$ cat src/rtl/sfcs_pkg.sv
package sfcs_pkg;

  // Request codes as they arrive on the host side.
  typedef enum logic [2:0] {
    OpRead      = 3'd0,
    OpPair      = 3'd1,
    OpFinish    = 3'd2,
    OpErase4k   = 3'd3,
    OpErase64k  = 3'd4,
    OpChipErase = 3'd5,
    OpStatus    = 3'd6
  } op_e;

  // Command kinds after classification; a program pair splits into first and later.
  typedef enum logic [2:0] {
    CmdRead      = 3'd0,
    CmdPairFirst = 3'd1,
    CmdPairNext  = 3'd2,
    CmdFinish    = 3'd3,
    CmdErase4k   = 3'd4,
    CmdErase64k  = 3'd5,
    CmdChipErase = 3'd6,
    CmdStatus    = 3'd7
  } cmd_e;

  typedef enum logic {
    BackIdle = 1'b0,
    BackRun  = 1'b1
  } back_state_e;

  localparam int unsigned MaxRead    = 32;
  localparam int unsigned LenW       = 6;
  localparam int unsigned StepW      = 6;
  localparam int unsigned QueueDepth = 2;
  localparam int unsigned QueueAw    = $clog2(QueueDepth);
  localparam int unsigned QueueCw    = $clog2(QueueDepth + 1);

  // Flash opcodes and fixed frame bytes.
  localparam logic [7:0] FlWriteEnable  = 8'h06;
  localparam logic [7:0] FlWriteDisable = 8'h04;
  localparam logic [7:0] FlRead         = 8'h03;
  localparam logic [7:0] FlFastRead     = 8'h0B;
  localparam logic [7:0] FlErase4k      = 8'h20;
  localparam logic [7:0] FlErase64k     = 8'hD8;
  localparam logic [7:0] FlChipErase    = 8'h60;
  localparam logic [7:0] FlAaiProgram   = 8'hAD;
  localparam logic [7:0] FlReadStatus   = 8'h05;
  localparam logic [7:0] FlBusyEnable   = 8'h70;
  localparam logic [7:0] FlBusyDisable  = 8'h80;
  localparam logic [7:0] FlStatusUnlock = 8'h50;
  localparam logic [7:0] FlWriteStatus  = 8'h01;
  localparam logic [7:0] FlStatusOpen   = 8'h00;
  localparam logic [7:0] FlStatusLock   = 8'h1C;

  typedef struct packed {
    cmd_e              kind;
    logic [23:0]       address;
    logic [7:0]        data_first;
    logic [7:0]        data_second;
    logic [LenW-1:0]   read_length;
  } desc_t;

  typedef struct packed {
    logic  valid;
    desc_t desc;
  } push_t;

  typedef struct packed {
    logic [7:0] mosi_byte;
    logic       frame_end;
    logic       capture;
    logic       last;
  } slot_t;

endpackage

$ cat src/rtl/sfcs_front.sv
module sfcs_front (
  input  logic                          clk_i,
  input  logic                          rst_ni,
  input  logic                          in_valid_i,
  output logic                          in_ready_o,
  input  logic [2:0]                    opcode_i,
  input  logic [23:0]                   address_i,
  input  logic [7:0]                    data_first_i,
  input  logic [7:0]                    data_second_i,
  input  logic [sfcs_pkg::LenW-1:0]     read_length_i,
  output sfcs_pkg::push_t               push_o,
  input  logic                          push_ready_i
);

  logic aai_open_q, aai_open_d;
  logic accept;
  sfcs_pkg::desc_t desc;

  assign in_ready_o = push_ready_i;
  assign accept     = in_valid_i && in_ready_o;

  // Classify the request and saturate the read length.
  always_comb begin
    desc.address     = address_i;
    desc.data_first  = data_first_i;
    desc.data_second = data_second_i;
    if (read_length_i > sfcs_pkg::LenW'(sfcs_pkg::MaxRead)) begin
      desc.read_length = sfcs_pkg::LenW'(sfcs_pkg::MaxRead);
    end else begin
      desc.read_length = read_length_i;
    end
    push_o.valid = accept;
    aai_open_d   = aai_open_q;
    desc.kind    = sfcs_pkg::CmdRead;
    case (opcode_i)
      sfcs_pkg::OpRead: desc.kind = sfcs_pkg::CmdRead;
      sfcs_pkg::OpPair: begin
        desc.kind = aai_open_q ? sfcs_pkg::CmdPairNext : sfcs_pkg::CmdPairFirst;
        if (accept) begin
          aai_open_d = 1'b1;
        end
      end
      sfcs_pkg::OpFinish: begin
        desc.kind = sfcs_pkg::CmdFinish;
        if (accept) begin
          aai_open_d = 1'b0;
        end
      end
      sfcs_pkg::OpErase4k:   desc.kind = sfcs_pkg::CmdErase4k;
      sfcs_pkg::OpErase64k:  desc.kind = sfcs_pkg::CmdErase64k;
      sfcs_pkg::OpChipErase: desc.kind = sfcs_pkg::CmdChipErase;
      sfcs_pkg::OpStatus:    desc.kind = sfcs_pkg::CmdStatus;
      default: begin
        // Unused request code: taken and dropped.
        push_o.valid = 1'b0;
      end
    endcase
    push_o.desc = desc;
  end

  // Program sequence tracking.
  always_ff @(posedge clk_i or negedge rst_ni) begin
    if (!rst_ni) begin
      aai_open_q <= 1'b0;
    end else begin
      aai_open_q <= aai_open_d;
    end
  end

endmodule

$ cat src/rtl/sfcs_fifo.sv
module sfcs_fifo (
  input  logic            clk_i,
  input  logic            rst_ni,
  input  sfcs_pkg::push_t push_i,
  output logic            push_ready_o,
  output logic            pop_valid_o,
  output sfcs_pkg::desc_t pop_desc_o,
  input  logic            pop_i
);

  sfcs_pkg::desc_t mem_q [sfcs_pkg::QueueDepth];
  logic [sfcs_pkg::QueueAw-1:0] wr_ptr_q, rd_ptr_q;
  logic [sfcs_pkg::QueueCw-1:0] count_q;
  logic do_push, do_pop;

  assign push_ready_o = (count_q != sfcs_pkg::QueueCw'(sfcs_pkg::QueueDepth));
  assign pop_valid_o  = (count_q != '0);
  assign pop_desc_o   = mem_q[rd_ptr_q];
  assign do_push      = push_i.valid && push_ready_o;
  assign do_pop       = pop_i && pop_valid_o;

  // Pointer and fill count.
  always_ff @(posedge clk_i or negedge rst_ni) begin
    if (!rst_ni) begin
      wr_ptr_q <= '0;
      rd_ptr_q <= '0;
      count_q  <= '0;
    end else begin
      if (do_push) begin
        wr_ptr_q <= (wr_ptr_q == sfcs_pkg::QueueAw'(sfcs_pkg::QueueDepth - 1)) ?
                    '0 : wr_ptr_q + 1'b1;
      end
      if (do_pop) begin
        rd_ptr_q <= (rd_ptr_q == sfcs_pkg::QueueAw'(sfcs_pkg::QueueDepth - 1)) ?
                    '0 : rd_ptr_q + 1'b1;
      end
      if (do_push && !do_pop) begin
        count_q <= count_q + 1'b1;
      end else if (do_pop && !do_push) begin
        count_q <= count_q - 1'b1;
      end
    end
  end

  // Entry storage.
  always_ff @(posedge clk_i) begin
    if (do_push) begin
      mem_q[wr_ptr_q] <= push_i.desc;
    end
  end

endmodule

$ cat src/rtl/sfcs_back.sv
module sfcs_back (
  input  logic            clk_i,
  input  logic            rst_ni,
  input  logic            fast_read_i,
  input  logic            desc_valid_i,
  input  sfcs_pkg::desc_t desc_i,
  output logic            pop_o,
  output logic            out_valid_o,
  input  logic            out_ready_i,
  output logic [7:0]      mosi_byte_o,
  output logic            frame_end_o,
  output logic            capture_o,
  output logic            last_o
);

  sfcs_pkg::back_state_e state_q, state_d;
  sfcs_pkg::desc_t desc_q;
  logic [sfcs_pkg::StepW-1:0] step_q;
  logic out_valid_q;
  sfcs_pkg::slot_t out_q;
  sfcs_pkg::slot_t slot;
  logic load;

  // Address byte by index: one is the high byte, three the low byte.
  function automatic logic [7:0] addr_byte(input logic [23:0] addr, input logic [1:0] idx);
    logic [7:0] b;
    case (idx)
      2'd1:    b = addr[23:16];
      2'd2:    b = addr[15:8];
      default: b = addr[7:0];
    endcase
    return b;
  endfunction

  // Slot contents for the current command and step.
  always_comb begin
    logic [sfcs_pkg::StepW-1:0] hdr;
    logic [sfcs_pkg::StepW-1:0] last_step;
    logic [sfcs_pkg::StepW-1:0] ofs;
    hdr       = fast_read_i ? sfcs_pkg::StepW'(5) : sfcs_pkg::StepW'(4);
    last_step = hdr + sfcs_pkg::StepW'(desc_q.read_length) - 1'b1;
    ofs       = '0;
    slot      = '0;
    case (desc_q.kind)
      sfcs_pkg::CmdRead: begin
        slot.last = (step_q == last_step);
        if (step_q == '0) begin
          slot.mosi_byte = fast_read_i ? sfcs_pkg::FlFastRead : sfcs_pkg::FlRead;
        end else if (step_q <= sfcs_pkg::StepW'(3)) begin
          slot.mosi_byte = addr_byte(desc_q.address, step_q[1:0]);
          slot.frame_end = (step_q == sfcs_pkg::StepW'(3)) && !fast_read_i &&
                           (desc_q.read_length == '0);
        end else if (fast_read_i && step_q == sfcs_pkg::StepW'(4)) begin
          slot.frame_end = (desc_q.read_length == '0);
        end else begin
          slot.capture   = 1'b1;
          slot.frame_end = (step_q == last_step);
        end
      end
      sfcs_pkg::CmdPairFirst: begin
        ofs = step_q - sfcs_pkg::StepW'(5);
        case (step_q)
          6'd0: slot = '{sfcs_pkg::FlStatusUnlock, 1'b1, 1'b0, 1'b0};
          6'd1: slot = '{sfcs_pkg::FlWriteStatus, 1'b0, 1'b0, 1'b0};
          6'd2: slot = '{sfcs_pkg::FlStatusOpen, 1'b1, 1'b0, 1'b0};
          6'd3: slot = '{sfcs_pkg::FlBusyEnable, 1'b1, 1'b0, 1'b0};
          6'd4: slot = '{sfcs_pkg::FlWriteEnable, 1'b1, 1'b0, 1'b0};
          6'd5: slot = '{sfcs_pkg::FlAaiProgram, 1'b0, 1'b0, 1'b0};
          6'd6, 6'd7, 6'd8:
            slot = '{addr_byte(desc_q.address, ofs[1:0]), 1'b0, 1'b0, 1'b0};
          6'd9: slot = '{desc_q.data_first, 1'b0, 1'b0, 1'b0};
          default: slot = '{desc_q.data_second, 1'b1, 1'b0, 1'b1};
        endcase
      end
      sfcs_pkg::CmdPairNext: begin
        case (step_q)
          6'd0:    slot = '{sfcs_pkg::FlAaiProgram, 1'b0, 1'b0, 1'b0};
          6'd1:    slot = '{desc_q.data_first, 1'b0, 1'b0, 1'b0};
          default: slot = '{desc_q.data_second, 1'b1, 1'b0, 1'b1};
        endcase
      end
      sfcs_pkg::CmdFinish: begin
        case (step_q)
          6'd0:    slot = '{sfcs_pkg::FlWriteDisable, 1'b1, 1'b0, 1'b0};
          6'd1:    slot = '{sfcs_pkg::FlBusyDisable, 1'b1, 1'b0, 1'b0};
          6'd2:    slot = '{sfcs_pkg::FlWriteStatus, 1'b0, 1'b0, 1'b0};
          default: slot = '{sfcs_pkg::FlStatusLock, 1'b1, 1'b0, 1'b1};
        endcase
      end
      sfcs_pkg::CmdErase4k, sfcs_pkg::CmdErase64k: begin
        ofs = step_q - 1'b1;
        case (step_q)
          6'd0: slot = '{sfcs_pkg::FlWriteEnable, 1'b1, 1'b0, 1'b0};
          6'd1: slot = '{(desc_q.kind == sfcs_pkg::CmdErase4k) ?
                         sfcs_pkg::FlErase4k : sfcs_pkg::FlErase64k, 1'b0, 1'b0, 1'b0};
          6'd2, 6'd3:
            slot = '{addr_byte(desc_q.address, ofs[1:0]), 1'b0, 1'b0, 1'b0};
          default: slot = '{desc_q.address[7:0], 1'b1, 1'b0, 1'b1};
        endcase
      end
      sfcs_pkg::CmdChipErase: begin
        if (step_q == '0) begin
          slot = '{sfcs_pkg::FlWriteEnable, 1'b1, 1'b0, 1'b0};
        end else begin
          slot = '{sfcs_pkg::FlChipErase, 1'b1, 1'b0, 1'b1};
        end
      end
      default: begin
        // Status read: opcode, then one capture slot.
        if (step_q == '0) begin
          slot = '{sfcs_pkg::FlReadStatus, 1'b0, 1'b0, 1'b0};
        end else begin
          slot = '{8'h00, 1'b1, 1'b1, 1'b1};
        end
      end
    endcase
  end

  // Next state.
  always_comb begin
    state_d = state_q;
    case (state_q)
      sfcs_pkg::BackIdle: begin
        if (desc_valid_i) begin
          state_d = sfcs_pkg::BackRun;
        end
      end
      sfcs_pkg::BackRun: begin
        if (load && slot.last) begin
          state_d = sfcs_pkg::BackIdle;
        end
      end
      default: state_d = sfcs_pkg::BackIdle;
    endcase
  end

  // State outputs.
  always_comb begin
    pop_o = 1'b0;
    load  = 1'b0;
    case (state_q)
      sfcs_pkg::BackIdle: pop_o = desc_valid_i;
      sfcs_pkg::BackRun:  load  = !out_valid_q || out_ready_i;
      default: begin
        pop_o = 1'b0;
        load  = 1'b0;
      end
    endcase
  end

  // Control registers.
  always_ff @(posedge clk_i or negedge rst_ni) begin
    if (!rst_ni) begin
      state_q     <= sfcs_pkg::BackIdle;
      step_q      <= '0;
      out_valid_q <= 1'b0;
    end else begin
      state_q <= state_d;
      if (pop_o) begin
        step_q <= '0;
      end else if (load) begin
        step_q <= step_q + 1'b1;
      end
      if (load) begin
        out_valid_q <= 1'b1;
      end else if (out_ready_i) begin
        out_valid_q <= 1'b0;
      end
    end
  end

  // Command and slot payload registers.
  always_ff @(posedge clk_i) begin
    if (pop_o) begin
      desc_q <= desc_i;
    end
    if (load) begin
      out_q <= slot;
    end
  end

  assign out_valid_o = out_valid_q;
  assign mosi_byte_o = out_q.mosi_byte;
  assign frame_end_o = out_q.frame_end;
  assign capture_o   = out_q.capture;
  assign last_o      = out_q.last;

`ifndef SYNTHESIS
  a_last_ends_run: assert property (@(posedge clk_i) disable iff (!rst_ni)
    (load && slot.last) |=> (state_q == sfcs_pkg::BackIdle))
    else $error("sequencer did not return to idle after the last slot");

  a_capture_drives_zero: assert property (@(posedge clk_i) disable iff (!rst_ni)
    (out_valid_o && capture_o) |-> (mosi_byte_o == 8'h00))
    else $error("capture slot drives a nonzero byte");

  a_pop_only_idle: assert property (@(posedge clk_i) disable iff (!rst_ni)
    pop_o |-> (state_q == sfcs_pkg::BackIdle && !load))
    else $error("command taken from the queue while a command is running");

  a_last_ends_frame: assert property (@(posedge clk_i) disable iff (!rst_ni)
    (out_valid_o && last_o) |-> frame_end_o)
    else $error("final slot of a request leaves chip select asserted");
`endif

endmodule

$ cat src/rtl/spi_flash_command_sequencer_core.sv
// SPI flash command sequencer: each accepted request is turned into a series of
// byte slots (MSB-first bytes, chip select end marks and capture marks), one
// output transaction per slot. A request yields 2 to 37 slots; the sequencer
// produces one slot per clock while the output side keeps taking them, and
// returns to idle between requests to fetch the next command from the
// two-entry queue. The input side accepts requests while the queue has room,
// independent of the sequencer. Request code seven is accepted and produces no
// slots. The fast read setting takes effect at once and is meant to be written
// only while the block is idle.
module spi_flash_command_sequencer_core (
  input  logic                      clk_i,
  input  logic                      rst_ni,
  input  logic                      cfg_valid_i,
  output logic                      cfg_ready_o,
  input  logic                      cfg_fast_read_i,
  input  logic                      in_valid_i,
  output logic                      in_ready_o,
  input  logic [2:0]                opcode_i,
  input  logic [23:0]               address_i,
  input  logic [7:0]                data_first_i,
  input  logic [7:0]                data_second_i,
  input  logic [sfcs_pkg::LenW-1:0] read_length_i,
  output logic                      out_valid_o,
  input  logic                      out_ready_i,
  output logic [7:0]                mosi_byte_o,
  output logic                      frame_end_o,
  output logic                      capture_o,
  output logic                      last_o
);

  logic fast_read_q;
  sfcs_pkg::push_t push;
  logic push_ready;
  logic desc_valid;
  sfcs_pkg::desc_t desc;
  logic pop;

  // Configuration register write.
  assign cfg_ready_o = 1'b1;
  always_ff @(posedge clk_i or negedge rst_ni) begin
    if (!rst_ni) begin
      fast_read_q <= 1'b0;
    end else if (cfg_valid_i && cfg_ready_o) begin
      fast_read_q <= cfg_fast_read_i;
    end
  end

  sfcs_front u_front (
    .clk_i         (clk_i),
    .rst_ni        (rst_ni),
    .in_valid_i    (in_valid_i),
    .in_ready_o    (in_ready_o),
    .opcode_i      (opcode_i),
    .address_i     (address_i),
    .data_first_i  (data_first_i),
    .data_second_i (data_second_i),
    .read_length_i (read_length_i),
    .push_o        (push),
    .push_ready_i  (push_ready)
  );

  sfcs_fifo u_fifo (
    .clk_i        (clk_i),
    .rst_ni       (rst_ni),
    .push_i       (push),
    .push_ready_o (push_ready),
    .pop_valid_o  (desc_valid),
    .pop_desc_o   (desc),
    .pop_i        (pop)
  );

  sfcs_back u_back (
    .clk_i        (clk_i),
    .rst_ni       (rst_ni),
    .fast_read_i  (fast_read_q),
    .desc_valid_i (desc_valid),
    .desc_i       (desc),
    .pop_o        (pop),
    .out_valid_o  (out_valid_o),
    .out_ready_i  (out_ready_i),
    .mosi_byte_o  (mosi_byte_o),
    .frame_end_o  (frame_end_o),
    .capture_o    (capture_o),
    .last_o       (last_o)
  );

endmodule
$ cat config.mk
export PLATFORM = sky130hd
export DESIGN_NAME = spi_flash_command_sequencer_core
export DESIGN_NICKNAME = d
export VERILOG_FILES = /design/src/rtl/sfcs_pkg.sv /design/src/rtl/sfcs_front.sv /design/src/rtl/sfcs_fifo.sv /design/src/rtl/sfcs_back.sv /design/src/rtl/spi_flash_command_sequencer_core.sv
export SDC_FILE = /design/constraint.sdc
export NUM_CORES = 1
export LEC_CHECK = 0
export BUFFER_PORTS_ARGS = -buffer_cell sky130_fd_sc_hd__buf_2
export CORE_AREA = 3 3 145 182
export DETAILED_ROUTE_END_ITERATION = 7
export DIE_AREA = 0 0 148 185
export SYNTH_ARGS = -nofsm -noshare
export SYNTH_HDL_FRONTEND = slang
export SYNTH_SLANG_ARGS = --single-unit
$ cat constraint.sdc
create_clock -name clk_i -period 4.15 [get_ports clk_i]
set_input_delay 0.6225 -clock clk_i [delete_from_list [all_inputs] [get_ports clk_i]]
set_output_delay 0.6225 -clock clk_i [all_outputs]
set_load 0.03 [all_outputs]
; Word-level counts from Yosys, hierarchy flattened
; Memories as Yosys holds them, arrays and structs flattened. A register that Yosys moved wholly into a read port is not among the register bits.
; Index checks and enable logic that the tools add are counted.
[op_classes]
addsub = 9
n_div = 0
bitwise = 1
n_shift = 0
n_reduce_logical = 28
mux = 42
n_mul = 0
order_cmp = 2
n_eq_ne = 31
[op_table]
columns = operator, n
row1 = one-hot mux 11 bit (8 select lines), 1
row2 = one-hot mux 11 bit (3 select lines), 2
row3 = one-hot mux 11 bit (6 select lines), 1
row4 = one-hot mux 8 bit (2 select lines), 3
row5 = == test 6 x 3 -> 1 bit (second input constant), 4
row6 = 2-to-1 mux 6 bit, 4
row7 = 2-to-1 mux 8 bit, 3
row8 = one-hot mux 11 bit (2 select lines), 1
row9 = == test 3 bit (second input constant), 6
row10 = 2-to-1 mux 1 bit, 18
row11 = one-hot mux 3 bit (6 select lines), 1
row12 = == test 3 x 2 -> 1 bit (second input constant), 4
row13 = == test 6 x 2 -> 1 bit (second input constant), 2
row14 = == test 6 x 4 -> 1 bit (second input constant), 2
row15 = zero test 6 bit, 2
row16 = 2-to-1 mux 10 bit, 1
row17 = nonzero test 2 bit, 5
row18 = logical AND 1 bit, 9
row19 = 2-to-1 mux 2 bit, 4
row20 = OR reduction 7 bit, 1
row21 = adder 6 x 1 -> 6 bit (second input constant), 1
row22 = adder 6 bit, 1
row23 = == test 2 x 1 -> 1 bit (second input constant), 3
row24 = == test 2 bit (second input constant), 3
row25 = 20 further kinds, 31
[word_totals]
output_inout_bits = 14
inputBits = 55
n_memories = 1
latchBits = 0
mem_bits_ro = 0
ff_bits = 25
ram_bits = 98
[memory_table]
columns = name, depth, width, rd, rd_clocked_by_memory_dff, write_ports, line_no
row1 = u_fifo.mem_q, 2, 49, 1, 1, 1, sfcs_fifo.sv:11  ; sfcs_pkg::desc_t mem_q [sfcs_pkg::QueueDepth];

; Longest topological paths before layout
[logic_depth]
word_depth = 11
depth_mapped = 10
ltp_nobuf = 9

; Cells and area by module
; From an unflattened synthesis, not the netlist that was laid out.
[unflattened]
cells_unflattened = 613
area_unflattened_um2 = 8408.1
[modules_own_cells]
columns = module, instances, cells_each, area_each_um2
row1 = sfcs_fifo, 1, 171, 3983.8
row2 = sfcs_back, 1, 376, 3920.0
row3 = sfcs_front, 1, 62, 452.9
row4 = spi_flash_command_sequencer_core, 1, 4, 51.3

; Least setup slack after synthesis
; Ideal clock, no wire load.
[synth_path]
path_type = flip-flop to flip-flop
startpoint = reg u_fifo.count_q[0] (netlist bit)
endpoint = mem u_fifo.mem_q[0][0] (netlist bit) (enable)
stages_incl_launch_ff = 5
arrival_ns = 3.381
n_path_buf = 0
setup_ns = 0.462
path_slack_ns = 0.307
path_cell_list = dfrtp_1 nand2b_1 nand2_1 a31oi_1 nor2b_1
[synth_between]
elab_chain_len = 6
[synth_lines]
columns = item, line_no
row1 = "start, declared", sfcs_fifo.sv:13  ; logic [sfcs_pkg::QueueCw-1:0] count_q;
row2 = "start signal, assigned", sfcs_fifo.sv:38  ; count_q <= count_q + 1'b1;
row3 = "start signal, assigned", sfcs_fifo.sv:40  ; count_q <= count_q - 1'b1;
row4 = != test 2 bit (*), sfcs_fifo.sv:16  ; assign push_ready_o = (count_q != sfcs_pkg::QueueCw'(sfcs_pkg::QueueDepth));
row5 = named net in_ready_o, spi_flash_command_sequencer_core.sv:17  ; output logic in_ready_o,
row6 = logical AND 1 bit, sfcs_front.sv:20  ; assign accept = in_valid_i && in_ready_o;
row7 = 2-to-1 mux 1 bit, sfcs_front.sv:35  ; case (opcode_i)
row8 = logical AND 1 bit (*), sfcs_fifo.sv:19  ; assign do_push = push_i.valid && push_ready_o;
row9 = named net u_fifo.do_push, sfcs_fifo.sv:14  ; logic do_push, do_pop;
row10 = 2-to-1 mux 1 bit (*), sfcs_fifo.sv:47  ; if (do_push) begin
row11 = 2-to-1 mux 1 bit (not written as such) (*), sfcs_fifo.sv:48  ; mem_q[wr_ptr_q] <= push_i.desc;
row12 = "end, declared", sfcs_fifo.sv:11
; Mark *: on every way through the listed nets, which the timed path passes. The rest lies on a longest branch.

==> run metrics <==
status=completed; PD cells=758 nW/um^2; site row count=64; grt total ovfl=0; syn nets=625; synth warn=0; CTS tree=built; worst skew pair latency=430 ps; DR WL/cell=18.3 um; total wire length=17800 um; crit-path max FO=26; synthesized flop and latch total=172; Die W=148 um; HP Class=primary input to async pin; max frequency=336 MHz; IO Port Bufs=67; Lkg Pwr=3.11 nW; commonest cells after routing, fill and taps aside=edfxtp_1, buf_2, mux2_2, nor2_1, a21oi_1; Cell Area, Synth=7660 um^2; Seq/Total Area, Yosys=66.5%; cts bufs inserted=17; Tcrit/Tclk final=71.7%; Final TNS setup=0 ps; CP max stage cell=ha_1; Die Area=27400 um^2; initial DRC count=429; vias in the first global route=4775; CTS Sinks=172; Crit Path Class=flip-flop to flip-flop; initial antenna violation count=0; GRT Total Usage=13.1%; post_cts resized=0; CP startpoint kind=flip-flop; drt drc=0; fillers=2412; cells after synthesis=563; Crit. End Element=flip-flop; largest net degree at the start of global routing=50; clk buf depth=2; H-tree depth=4; IO Pins=69; max-slew violations=0; vias per cell=4.97; commonest non-fill, non-tap cell in the layout=edfxtp_1; CP Data Required Time=4320 ps; Post-CTS Hold Buffers=0; Root Driver=clkbuf_16; routed via count=4835; max-cap violation count=0; Avg Synthesized Cell Area=13.6 um^2; RSZ-0062 raised after global routing=no; Final ANT Viol Nets=0; Final Setup Violations=0; final HPWL from detailed placement=12600 um; crit path cell chain=inv_1 -> ha_1 -> nor2_1 -> a21o_1 -> a31o_1 -> a2111oi_1 -> o21ai_1; Die Height=185 um; first-pass GRT wire length=27200 um; drt first pass iters=5; Hold Fails Final Rpt=0; share of cells above drive strength 1=26.9%; CP arrival=3140 ps; Tmin final=2970 ps; number of flops mapped to enable cells by yosys=158; Layout Nets=692; fin util=36.4%; Least-Margin Pin Slew=1010 ps; Synth-to-Final Area Change=17.2%; Clock transition at path regs=70 ps; GPL Wtd Cong=0.860; relative slew slack=32.7%; Initial Util=31.1%; n_diodes=0; asr flop ratio synth=8.14%; Post-synth top flop=edfxtp_1; worst clock skew=11.7 ps; peak supply drop=0.313 mV; Post-CTS Setup Inserts=0; max incr delay on CP=830 ps; core area=24700 um^2; Synth cell types=60
-- layout make-up --
cell class / instances / area [um^2] / area share (%)
clock buffer: 18 / 429 / 4.78
tap: 330 / 413 / 4.60
inverter: 10 / 37.5 / 0.418
sequential: 172 / 5100 / 56.8
multi-input combinational: 347 / 2390 / 26.7
clock inverter: 14 / 161 / 1.80
timing repair buffer: 82 / 448 / 4.99
-- critical path, delay by kind of cell (launching register included) --
kind | cells | cell delay (ps)
AO/OA/AOI/OAI | 4 | 1040
adder cells (fa/ha/maj) | 1 | 830
flip-flops | 1 | 450
AND/OR/NAND/NOR | 1 | 280
buffers and inverters | 1 | 110
-- per-stage QoR --
stage | area, um^2 | total power (W) | instances | setup slack (ps) | hold WS [ps]
2_1_floorplan | 7660 | 0.00453 | 563 | 307 | 327
3_3_place_gp | 8390 | 0.00529 | 941 | 1240 | 495
3_5_place_dp | 8390 | 0.00529 | 941 | 1210 | 507
4_1_cts | 8980 | 0.00688 | 973 | 1200 | 81.3
5_1_grt | 8980 | 0.00721 | 973 | 962 | 102
6_report | 8980 | 0.00681 | 973 | 1180 | 91.9
-- state kept, by name, summed over array words and instances (netlist names) --
name,flops
u_back.state_q,1
u_front.aai_open_q,1
u_back.frame_end_o,1
u_back.last_o,1
u_back.capture_o,1
u_fifo.rd_ptr_q,1
u_fifo.wr_ptr_q,1
u_fifo.mem_q,98
u_back.mosi_byte_o,8
u_back.step_q,6
u_back.desc_q,49
u_fifo.count_q,2
fast_read_q,1
u_back.out_valid_o,1
-- cell usage after synthesis (all sizes together) (2+ instances only) --
master,number,share of area (%)
a22o,5,0.57
o2111ai,2,0.23
o22a,2,0.23
a2111oi,2,0.25
o21ai,23,1.5
a21o,3,0.29
inv,10,0.49
nor2b,11,0.90
xor2,7,0.80
a32oi,2,0.23
o21bai,2,0.20
nor3,7,0.46
o221ai,5,0.57
o211ai,9,0.88
dfrtp,14,4.6
ha,7,1.1
a22oi,18,1.8
nand4,5,0.41
buf,8,0.70
edfxtp,158,62
a211oi,6,0.59
nand2b,9,0.73
nor2,43,2.2
clkbuf,26,1.3
xnor2,9,1.0
o22ai,4,0.33
o311a,2,0.26
nor3b,2,0.20
nand3,4,0.26
or2,2,0.16
nor4,5,0.49
nand2,34,1.7
a31oi,5,0.41
nand3b,2,0.20
and2,4,0.33
or3,3,0.25
a21oi,38,2.5
mux2,50,7.3
-- cells by family (layout without fill, tap and decap cells) --
kind of cell | Yosys count | count (layout) | synth area share [%]
simple gates | 135 | 135 | 8.70
other cells | 1 | 1 | 0.0489
compound gates | 137 | 137 | 11.8
flops | 172 | 172 | 66.5
mux | 51 | 51 | 7.48
fa+ha+maj | 7 | 7 | 1.14
buf+inv | 44 | 124 | 2.47
xor+xnor | 16 | 16 | 1.83
-- per-layer routing --
metal	up-vias	part of all wire [%]	global-route usage, %
li1	2283	-	-
met1	2347	42	15.7
met2	172	50	21.7
met3	33	5.1	3.48
met4	0	3.8	6.77
met5	-	0	0
-- final timing paths --
| check | startpoint | endpoint | slack [ps] | cells past startpoint |
|---|---|---|---|---|
| worst max-delay path | u_back.step_q[0] | u_back.mosi_byte_o[5] | 1180 | 7 |
| worst min-delay path | rst_ni | u_fifo.wr_ptr_q | 90 | 1 |
| worst max register to register | u_back.step_q[0] | u_back.mosi_byte_o[5] | 1180 | 7 |
| worst min register to register | u_back.out_valid_o | u_back.out_valid_o | 510 | 2 |
| max in group asynchronous | rst_ni | u_fifo.rd_ptr_q | 3770 | 1 |
| min in group clk_i | address_i[16] | u_fifo.mem_q[0][38] | 380 | 1 |
-- power by group --
part           leakage (nW)  internal [W]  switching, W
sequential             1.64       0.00251      0.000296
combinational          1.19      0.000925       0.00151
clock                 0.283      0.000898      0.000667
total                  3.11       0.00433       0.00248
Note: power is estimated with default switching activity, not from simulation.
